===== src/hdl/selms_pkg.sv =====
// Shared constants, types and controller state for the sign-error LMS noise canceller.
// No dependencies; every other file refers to it by scoped names.
`timescale 1ns / 1ps

package selms_pkg;

    localparam int TAPS      = 16;
    localparam int TAP_W     = (TAPS > 1) ? $clog2(TAPS) : 1;
    localparam int SAMPLE_W  = 13;
    localparam int WEIGHT_W  = 32;
    localparam int STEP_W    = 16;
    localparam int LEVEL_W   = 12;
    localparam int PROD_W    = WEIGHT_W + SAMPLE_W;
    localparam int SHIFT     = 8;
    localparam int TERM_W    = PROD_W - SHIFT;
    localparam int ACC_W     = TERM_W + TAP_W + 2;
    localparam int DATA_W    = 32;
    localparam int ADDR_W    = 3;

    localparam logic [STEP_W-1:0]  STEP_RESET       = 16'd1;
    localparam logic [LEVEL_W-1:0] ZERO_LEVEL_RESET = 12'd1850;
    localparam logic [LEVEL_W-1:0] OUT_MAX          = 12'd4095;

    localparam logic REG_STEP_SIZE  = 1'b0;
    localparam logic REG_ZERO_LEVEL = 1'b1;

    typedef enum logic [1:0] {
        ST_IDLE,
        ST_RUN,
        ST_DRAIN,
        ST_DONE
    } state_t;

    typedef struct packed {
        logic             load;
        logic             issue;
        logic [TAP_W-1:0] tap;
        logic             out_load;
    } cmd_t;

    typedef struct packed {
        logic skip;
        logic is_ref;
    } status_t;

endpackage


===== src/hdl/sign_error_lms_noise_canceller.sv =====
// Reference item: accepted in IDLE, one multiply per tap in RUN, then DRAIN; DONE loads the
// registered anti_noise, waiting while a result is pending and out_ready is low.
// Error item: RUN and DRAIN through the shared multiplier with no result, or skipped in IDLE
// when equal to zero_level. Items are taken only in IDLE; one tap per cycle in RUN.
// Reset (rst_n low, asynchronous): delay line, weights and pointer cleared, step_size = 1,
// zero_level = 1850, no result pending.
`timescale 1ns / 1ps

module sign_error_lms_noise_canceller (
    input  logic                                 clk,
    input  logic                                 rst_n,
    input  logic                                 in_valid,
    output logic                                 in_ready,
    input  logic                                 mode,
    input  logic signed [selms_pkg::SAMPLE_W-1:0] sample,
    output logic                                 out_valid,
    input  logic                                 out_ready,
    output logic [selms_pkg::LEVEL_W-1:0]        anti_noise,
    input  logic                                 psel,
    input  logic                                 penable,
    input  logic                                 pwrite,
    input  logic [selms_pkg::ADDR_W-1:0]         paddr,
    input  logic [selms_pkg::DATA_W-1:0]         pwdata,
    output logic [selms_pkg::DATA_W-1:0]         prdata,
    output logic                                 pready
);

    selms_pkg::cmd_t                  cmd;
    selms_pkg::status_t               status;
    logic [selms_pkg::STEP_W-1:0]     step_size_reg;
    logic [selms_pkg::LEVEL_W-1:0]    zero_level_reg;
    logic                             wr_en;
    logic                             reg_sel;

    assign pready  = 1'b1;
    assign wr_en   = psel && penable && pwrite;
    assign reg_sel = paddr[2];

    always_ff @(posedge clk or negedge rst_n)
    begin
        if (!rst_n)
        begin
            step_size_reg  <= selms_pkg::STEP_RESET;
            zero_level_reg <= selms_pkg::ZERO_LEVEL_RESET;
        end
        else if (wr_en)
        begin
            unique case (reg_sel)
                selms_pkg::REG_STEP_SIZE:  step_size_reg  <= pwdata[selms_pkg::STEP_W-1:0];
                selms_pkg::REG_ZERO_LEVEL: zero_level_reg <= pwdata[selms_pkg::LEVEL_W-1:0];
                default:                   step_size_reg  <= step_size_reg;
            endcase
        end
    end

    always_comb
    begin
        unique case (reg_sel)
            selms_pkg::REG_STEP_SIZE:
                prdata = {{(selms_pkg::DATA_W - selms_pkg::STEP_W){1'b0}}, step_size_reg};
            selms_pkg::REG_ZERO_LEVEL:
                prdata = {{(selms_pkg::DATA_W - selms_pkg::LEVEL_W){1'b0}}, zero_level_reg};
            default:
                prdata = '0;
        endcase
    end

    selms_ctrl u_ctrl (
        .clk       (clk),
        .rst_n     (rst_n),
        .in_valid  (in_valid),
        .in_ready  (in_ready),
        .out_valid (out_valid),
        .out_ready (out_ready),
        .status    (status),
        .cmd       (cmd)
    );

    selms_datapath u_datapath (
        .clk        (clk),
        .rst_n      (rst_n),
        .cmd        (cmd),
        .status     (status),
        .mode       (mode),
        .sample     (sample),
        .step_size  (step_size_reg),
        .zero_level (zero_level_reg),
        .anti_noise (anti_noise)
    );

endmodule


===== src/hdl/selms_ctrl.sv =====
// Controller state machine: sequences item transfer, tap iteration and result hand-off.
// Depends on selms_pkg for the state type and the command/status structs.
`timescale 1ns / 1ps

module selms_ctrl (
    input  logic               clk,
    input  logic               rst_n,
    input  logic               in_valid,
    output logic               in_ready,
    output logic               out_valid,
    input  logic               out_ready,
    input  selms_pkg::status_t status,
    output selms_pkg::cmd_t    cmd
);

    selms_pkg::state_t              state_reg, state_next;
    logic [selms_pkg::TAP_W-1:0]    tap_reg, tap_next;
    logic                           out_valid_reg, out_valid_next;
    logic                           last_tap;

    assign last_tap = (tap_reg == selms_pkg::TAP_W'(selms_pkg::TAPS - 1));

    always_comb
    begin
        state_next = state_reg;
        unique case (state_reg)
            selms_pkg::ST_IDLE:
            begin
                if (in_valid && !status.skip)
                begin
                    state_next = selms_pkg::ST_RUN;
                end
            end
            selms_pkg::ST_RUN:
            begin
                if (last_tap)
                begin
                    state_next = selms_pkg::ST_DRAIN;
                end
            end
            selms_pkg::ST_DRAIN:
            begin
                state_next = status.is_ref ? selms_pkg::ST_DONE : selms_pkg::ST_IDLE;
            end
            selms_pkg::ST_DONE:
            begin
                if (!out_valid_reg || out_ready)
                begin
                    state_next = selms_pkg::ST_IDLE;
                end
            end
            default:
            begin
                state_next = selms_pkg::ST_IDLE;
            end
        endcase
    end

    always_comb
    begin
        in_ready     = 1'b0;
        cmd.load     = 1'b0;
        cmd.issue    = 1'b0;
        cmd.tap      = tap_reg;
        cmd.out_load = 1'b0;
        tap_next     = tap_reg;
        unique case (state_reg)
            selms_pkg::ST_IDLE:
            begin
                in_ready = 1'b1;
                cmd.load = in_valid;
                tap_next = '0;
            end
            selms_pkg::ST_RUN:
            begin
                cmd.issue = 1'b1;
                tap_next  = last_tap ? '0 : tap_reg + 1'b1;
            end
            selms_pkg::ST_DRAIN:
            begin
                tap_next = '0;
            end
            selms_pkg::ST_DONE:
            begin
                cmd.out_load = !out_valid_reg || out_ready;
            end
            default:
            begin
                tap_next = '0;
            end
        endcase
    end

    // hold the result until the downstream transfer completes
    always_comb
    begin
        priority if (cmd.out_load)
        begin
            out_valid_next = 1'b1;
        end
        else if (out_ready)
        begin
            out_valid_next = 1'b0;
        end
        else
        begin
            out_valid_next = out_valid_reg;
        end
    end

    assign out_valid = out_valid_reg;

    always_ff @(posedge clk or negedge rst_n)
    begin
        if (!rst_n)
        begin
            state_reg     <= selms_pkg::ST_IDLE;
            tap_reg       <= '0;
            out_valid_reg <= 1'b0;
        end
        else
        begin
            state_reg     <= state_next;
            tap_reg       <= tap_next;
            out_valid_reg <= out_valid_next;
        end
    end

endmodule


===== src/hdl/selms_datapath.sv =====
// Datapath: delay line, tap weights, shared multiplier and accumulator, output register.
// Depends on selms_pkg; driven by selms_ctrl through cmd_t and reports through status_t.
`timescale 1ns / 1ps

module selms_datapath (
    input  logic                                 clk,
    input  logic                                 rst_n,
    input  selms_pkg::cmd_t                      cmd,
    output selms_pkg::status_t                   status,
    input  logic                                 mode,
    input  logic signed [selms_pkg::SAMPLE_W-1:0] sample,
    input  logic [selms_pkg::STEP_W-1:0]         step_size,
    input  logic [selms_pkg::LEVEL_W-1:0]        zero_level,
    output logic [selms_pkg::LEVEL_W-1:0]        anti_noise
);

    logic signed [selms_pkg::SAMPLE_W-1:0] line_reg [selms_pkg::TAPS];
    logic signed [selms_pkg::WEIGHT_W-1:0] weight_reg [selms_pkg::TAPS];
    logic [selms_pkg::TAP_W-1:0]           newest_reg, newest_next;
    logic [selms_pkg::TAP_W-1:0]           pos_reg;
    logic                                  mode_reg;
    logic                                  up_reg;
    logic                                  pvalid_reg;
    logic [selms_pkg::TAP_W-1:0]           ptap_reg;
    logic signed [selms_pkg::PROD_W-1:0]   prod_reg, prod_next;
    logic signed [selms_pkg::ACC_W-1:0]    acc_reg;
    logic [selms_pkg::LEVEL_W-1:0]         anti_noise_reg;
    logic signed [selms_pkg::WEIGHT_W-1:0] mul_a;
    logic signed [selms_pkg::SAMPLE_W:0]   level_s;
    logic signed [selms_pkg::TERM_W-1:0]   term;
    logic signed [selms_pkg::WEIGHT_W-1:0] delta;
    logic signed [selms_pkg::WEIGHT_W-1:0] w_cur;
    logic [selms_pkg::LEVEL_W-1:0]         sat;

    assign level_s     = $signed({2'b00, zero_level});
    assign status.skip = mode && ($signed({sample[selms_pkg::SAMPLE_W-1], sample}) == level_s);
    assign status.is_ref = !mode_reg;

    assign newest_next = (newest_reg == '0) ? selms_pkg::TAP_W'(selms_pkg::TAPS - 1)
                                            : newest_reg - 1'b1;

    // one multiplier: weight times sample for the filter, step times sample for adaptation
    assign mul_a = mode_reg
                 ? $signed({{(selms_pkg::WEIGHT_W - selms_pkg::STEP_W){1'b0}}, step_size})
                 : weight_reg[cmd.tap];
    assign prod_next = mul_a * line_reg[pos_reg];

    assign term  = prod_reg[selms_pkg::PROD_W-1:selms_pkg::SHIFT];
    assign delta = prod_reg[selms_pkg::WEIGHT_W-1:0];
    assign w_cur = weight_reg[ptap_reg];

    always_comb
    begin
        priority if (acc_reg < 0)
        begin
            sat = '0;
        end
        else if (acc_reg > $signed({{(selms_pkg::ACC_W - selms_pkg::LEVEL_W){1'b0}},
                                    selms_pkg::OUT_MAX}))
        begin
            sat = selms_pkg::OUT_MAX;
        end
        else
        begin
            sat = acc_reg[selms_pkg::LEVEL_W-1:0];
        end
    end

    assign anti_noise = anti_noise_reg;

    always_ff @(posedge clk or negedge rst_n)
    begin
        if (!rst_n)
        begin
            for (int i = 0; i < selms_pkg::TAPS; i++)
            begin
                line_reg[i]   <= '0;
                weight_reg[i] <= '0;
            end
            newest_reg <= '0;
            pos_reg    <= '0;
            mode_reg   <= 1'b0;
            up_reg     <= 1'b0;
            pvalid_reg <= 1'b0;
        end
        else
        begin
            pvalid_reg <= cmd.issue;
            if (cmd.load)
            begin
                mode_reg <= mode;
                up_reg   <= $signed({sample[selms_pkg::SAMPLE_W-1], sample}) > level_s;
                if (!mode)
                begin
                    // push: newest sample goes one slot before the old newest
                    newest_reg           <= newest_next;
                    pos_reg              <= newest_next;
                    line_reg[newest_next] <= sample;
                end
                else
                begin
                    pos_reg <= newest_reg;
                end
            end
            else if (cmd.issue)
            begin
                pos_reg <= (pos_reg == selms_pkg::TAP_W'(selms_pkg::TAPS - 1))
                         ? '0 : pos_reg + 1'b1;
            end
            if (pvalid_reg && mode_reg)
            begin
                weight_reg[ptap_reg] <= up_reg ? w_cur + delta : w_cur - delta;
            end
        end
    end

    always_ff @(posedge clk)
    begin
        prod_reg <= prod_next;
        ptap_reg <= cmd.tap;
        if (cmd.load)
        begin
            acc_reg <= $signed({{(selms_pkg::ACC_W - selms_pkg::LEVEL_W){1'b0}}, zero_level});
        end
        else if (pvalid_reg && !mode_reg)
        begin
            acc_reg <= acc_reg + {{(selms_pkg::ACC_W - selms_pkg::TERM_W){term[selms_pkg::TERM_W-1]}},
                                  term};
        end
        if (cmd.out_load)
        begin
            anti_noise_reg <= sat;
        end
    end

endmodule

===== config.mk =====
export PLATFORM = sky130hd
export DESIGN_NAME = sign_error_lms_noise_canceller
export DESIGN_NICKNAME = d
export VERILOG_FILES = /design/src/hdl/selms_pkg.sv /design/src/hdl/sign_error_lms_noise_canceller.sv /design/src/hdl/selms_ctrl.sv /design/src/hdl/selms_datapath.sv
export SDC_FILE = /design/constraint.sdc
export NUM_CORES = 2
export LEC_CHECK = 0
export ABC_CLOCK_PERIOD_IN_PS = 10300
export BUFFER_PORTS_ARGS = -buffer_cell sky130_fd_sc_hd__clkbuf_2
export CAP_MARGIN = 20
export CORE_ASPECT_RATIO = 0.75
export CORE_UTILIZATION = 44
export CTS_BUF_LIST = sky130_fd_sc_hd__clkbuf_8
export DETAILED_ROUTE_END_ITERATION = 12
export PLACE_DENSITY_LB_ADDON = 0.1
export SLEW_MARGIN = 40
export SYNTH_ARGS = -nofsm -noshare
export SYNTH_HDL_FRONTEND = slang
export SYNTH_SLANG_ARGS = --single-unit

===== constraint.sdc =====
create_clock -name clk -period 10.3 [get_ports clk]
set_input_delay 2.06 -clock clk [delete_from_list [all_inputs] [get_ports clk]]
set_output_delay 2.06 -clock clk [all_outputs]
set_load 0.02 [all_outputs]

==> reports/summary.md <==
Of all nets on the critical path, the largest fanout is 18. The tools report the number of endpoints with negative hold slack in the final report as 0. The largest stage delay on the critical path is 0.69 ns, and the via count of the first global-routing pass is 41300. The depth of the CTS H-tree came out at 4. Setup repair after global routing left no endpoint under its margin. For this block, the initial DRC count from the detailed router was 3056.

The mean instance size in the synthesized netlist works out to 11.3 µm². The initial antenna violation count is 6, and the number of buffers added on ports is 67. On the critical path, the stage with the largest delay is an instance of sky130_fd_sc_hd__dfrtp_4. The final max-slew violation count was 0. The effective utilization at floorplan is 44.3%, and the critical path buffer and inverter count is 5.

Synthesis handed over a netlist of 5209 instances. For the number of vias in the routed layout, the log shows 40300. Across the run, the number of max-cap violations was 0. The commonest cells after synthesis are 758 x sky130_fd_sc_hd__dfrtp_1, 734 x sky130_fd_sc_hd__nand2_1, 446 x sky130_fd_sc_hd__o21ai_0, 397 x sky130_fd_sc_hd__mux2_2, 374 x sky130_fd_sc_hd__fa_1. The largest total area in the synthesized netlist belongs to sky130_fd_sc_hd__dfrtp_1.

After synthesis the cells add up to 0.0591 mm². Summed over its instances, the top area cell type makes up 32.1% of the synthesized netlist area. The final standard cell area without fillers came out at 0.0649 mm².

TritonCTS built the clock tree. The final layout contains 5831 nets. On the final layout, the worst clock skew is 0.0534 ns.

Counting stages on the worst path, the most repeated cell is sky130_fd_sc_hd__fa_1. Number of buffers created by CTS: 147. Across the whole layout, storage elements account for 0.0215 mm². The total of warnings raised by yosys is 0. In this design, the largest share of critical-path delay is due to adder cells. Once the clock tree was built, the setup fixing pass inserted 0 buffers.

The first global-routing pass estimated 261 mm of wire. The run finished with clean final reports. Entering global routing, the biggest net connects 101 pins.

Measured along the x axis, the die boundary spans 425 µm. After detailed routing, the number of vias per cell comes to 5.68. After detailed placement, the total cell area comes to 0.0618 mm². In the final layout, the multi-input gates occupy 0.0352 mm².

The unique cell type count in the Yosys netlist was 83. In this run the deepest clock path goes through 3 buffers. The register with the most flip-flops in the layout has 512 of them.

The tools report the source-to-sink clock delay at the later pin of the worst-skew pair as 0.90 ns. For the number of endpoints failing setup at the final stage, the log shows 0. Clock tree synthesis selected as its root buffer the cell sky130_fd_sc_hd__clkbuf_8. The number of gates resized after CTS was 0.

Counting flops with a built-in enable in the synthesized netlist gives 24. After floorplanning, the core was divided into 116 placement rows. For this run, asynchronously set or reset flops after synthesis account for 88.0%. For this run, the share of the core covered by cells in the final layout is 48.7%. The run gives 169 mm as the total routed wirelength. Global routing consumed, over all layers together, 25.5% of the routing resources. In this run the remaining antenna-violating nets after routing total 0.

The run gives 11.05 ns as the critical path data required time. The synthesis-to-finish area growth is 9.87%, and the count of pins on the block boundary is 103. The kind of end point of the critical path was a flip-flop. The routed design could run at a clock period as short as 8.96 ns. In this run the vertical extent of the chip is 319 µm. The critical path startpoint category was a flip-flop.

The total overflow left after global routing is 0. The region available for standard cell placement spans 0.133 mm². In this run the tightest slew margin relative to its limit is 41.1%. The wire-length estimate of the detail-placed layout is 115 mm. After synthesis, the cell types taking the most area are sky130_fd_sc_hd__dfrtp_1 32%, sky130_fd_sc_hd__mux4_2 14%, sky130_fd_sc_hd__fa_1 13%.

The pre-antenna-repair detailed-routing pass consisted of 5 iterations. The proportion of synthesized chip area in sequential cells came out at 36.4%. Dividing the final minimum period by the clock period gives 87.0%.

In this run the worst hold path is classified as reg2reg. Clock-pin slew was measured on the worst setup and hold paths at 0.06 ns. The arrival time at the worst endpoint was 9.71 ns; the placer's final routability congestion estimate was 0.839. In the final routed layout, each cell accounts on average for 23.8 µm. The dominant register cell in the synthesized netlist was sky130_fd_sc_hd__dfrtp_1. In this run, post-CTS hold repair placed 0 buffers. For the post-detailed-route DRC marker count, the log shows 0.

The number of clock sinks is 870. The post-route netlist has 24.2% of its cells at a drive strength greater than 1. The die covers 0.136 mm². The critical path in this run is classified as reg2reg. At the pin with the least slew margin, the transition time is 0.880 ns.

The post-synthesis register bit count works out to 870. The final-layout setup total negative slack came out at 0 ns. Counting the fill cells in the layout gives 12200.

Timing would allow up to 112 MHz. The cell with the most instances after synthesis was sky130_fd_sc_hd__dfrtp_1.
## worst reg2reg max path: cells and delay by family, from the launching register on
family,cells,cell delay (ns)
flip-flops,1,0.69
AND/OR/NAND/NOR,1,0.22
multiplexers,3,1.65
adder cells (fa/ha/maj),7,3.14
XOR/XNOR,1,0.08
AO/OA/AOI/OAI,9,2.52
buffers and inverters,5,0.55
## layout make-up
type	count	share of cell area [%]
flip-flops and latches	870	33.2
repair buffers	203	2.56
diodes	2	0.00771
multi-input cells	3648	54.2
inverters	334	1.93
clock buffers	186	3.94
clock inverters	81	0.748
well taps	1770	3.41
## cell usage in the layout (no fill, tap or decap), types with 37 or more instances in the layout
cell	netlist	layout
sky130_fd_sc_hd__a21o_1	58	58
sky130_fd_sc_hd__a21oi_1	148	148
sky130_fd_sc_hd__buf_4	21	111
sky130_fd_sc_hd__clkbuf_2	0	66
sky130_fd_sc_hd__clkbuf_8	0	186
sky130_fd_sc_hd__dfrtp_1	758	750
sky130_fd_sc_hd__dfxtp_1	80	76
sky130_fd_sc_hd__fa_1	374	374
sky130_fd_sc_hd__ha_1	197	197
sky130_fd_sc_hd__inv_1	334	383
sky130_fd_sc_hd__mux2_2	397	397
sky130_fd_sc_hd__mux4_2	363	362
sky130_fd_sc_hd__nand2_1	734	722
sky130_fd_sc_hd__nand2b_1	37	37
sky130_fd_sc_hd__nor2_1	186	184
sky130_fd_sc_hd__nor2b_1	136	134
sky130_fd_sc_hd__nor3_1	38	37
sky130_fd_sc_hd__o21ai_0	446	444
sky130_fd_sc_hd__xnor2_1	79	73
sky130_fd_sc_hd__xor2_1	63	57
## through the flow
stage / worst slack, ns / hold WS, ns / cells
finish: 1.34 / 0.480 / 7094
global route: 0.795 / 0.503 / 7094
CTS: 1.31 / 0.485 / 7091
detailed placement: 1.30 / 0.476 / 6824
global placement: 1.31 / 0.461 / 6811
floorplan: 2.24 / 0.345 / 5224
## metal layers
| metal | global-route usage, % | wire [µm] |
|---|---|---|
| met1 | 38.8 | 82300 |
| met2 | 37.1 | 72700 |
| met3 | 5.57 | 11700 |
| met4 | 5.60 | 2410 |
| met5 | 0 | 20 |
## final timing paths
check                                               startpoint                                     end  slack (ns)  cells past startpoint
setup / recovery                 u_ctrl.tap_reg[0]$_DFFE_PN0P_         u_datapath.prod_reg[44]$_DFF_P_        1.34                     26
hold / removal             u_datapath.acc_reg[29]$_SDFFE_PP0P_     u_datapath.acc_reg[29]$_SDFFE_PP0P_        0.48                      2
setup reg to reg                 u_ctrl.tap_reg[0]$_DFFE_PN0P_         u_datapath.prod_reg[44]$_DFF_P_        1.34                     26
hold reg to reg            u_datapath.acc_reg[29]$_SDFFE_PP0P_     u_datapath.acc_reg[29]$_SDFFE_PP0P_        0.48                      2
max in group asynchronous                                rst_n  u_datapath.weight_reg[375]$_DFFE_PN0P_        7.05                      4
min in group asynchronous                                rst_n     u_datapath.line_reg[50]$_DFFE_PN0P_        1.15                      1
## kinds of logic (layout without fill, tap and decap cells)
family	count (synthesis)	after routing	synth area share [%]
AND/OR/NAND/NOR	1279	1279	9.64
flip-flops	870	870	36.4
AO/OA/AOI/OAI	847	847	8.36
multiplexers	791	791	21.9
buffers and inverters	706	804	4.71
adder cells (fa/ha/maj)	571	571	16.8
XOR/XNOR	143	143	2.13
other	2	19	0.0127
Power is not shown: default switching activity piles up to over one toggle a cycle in this logic, so the estimate is an artifact.
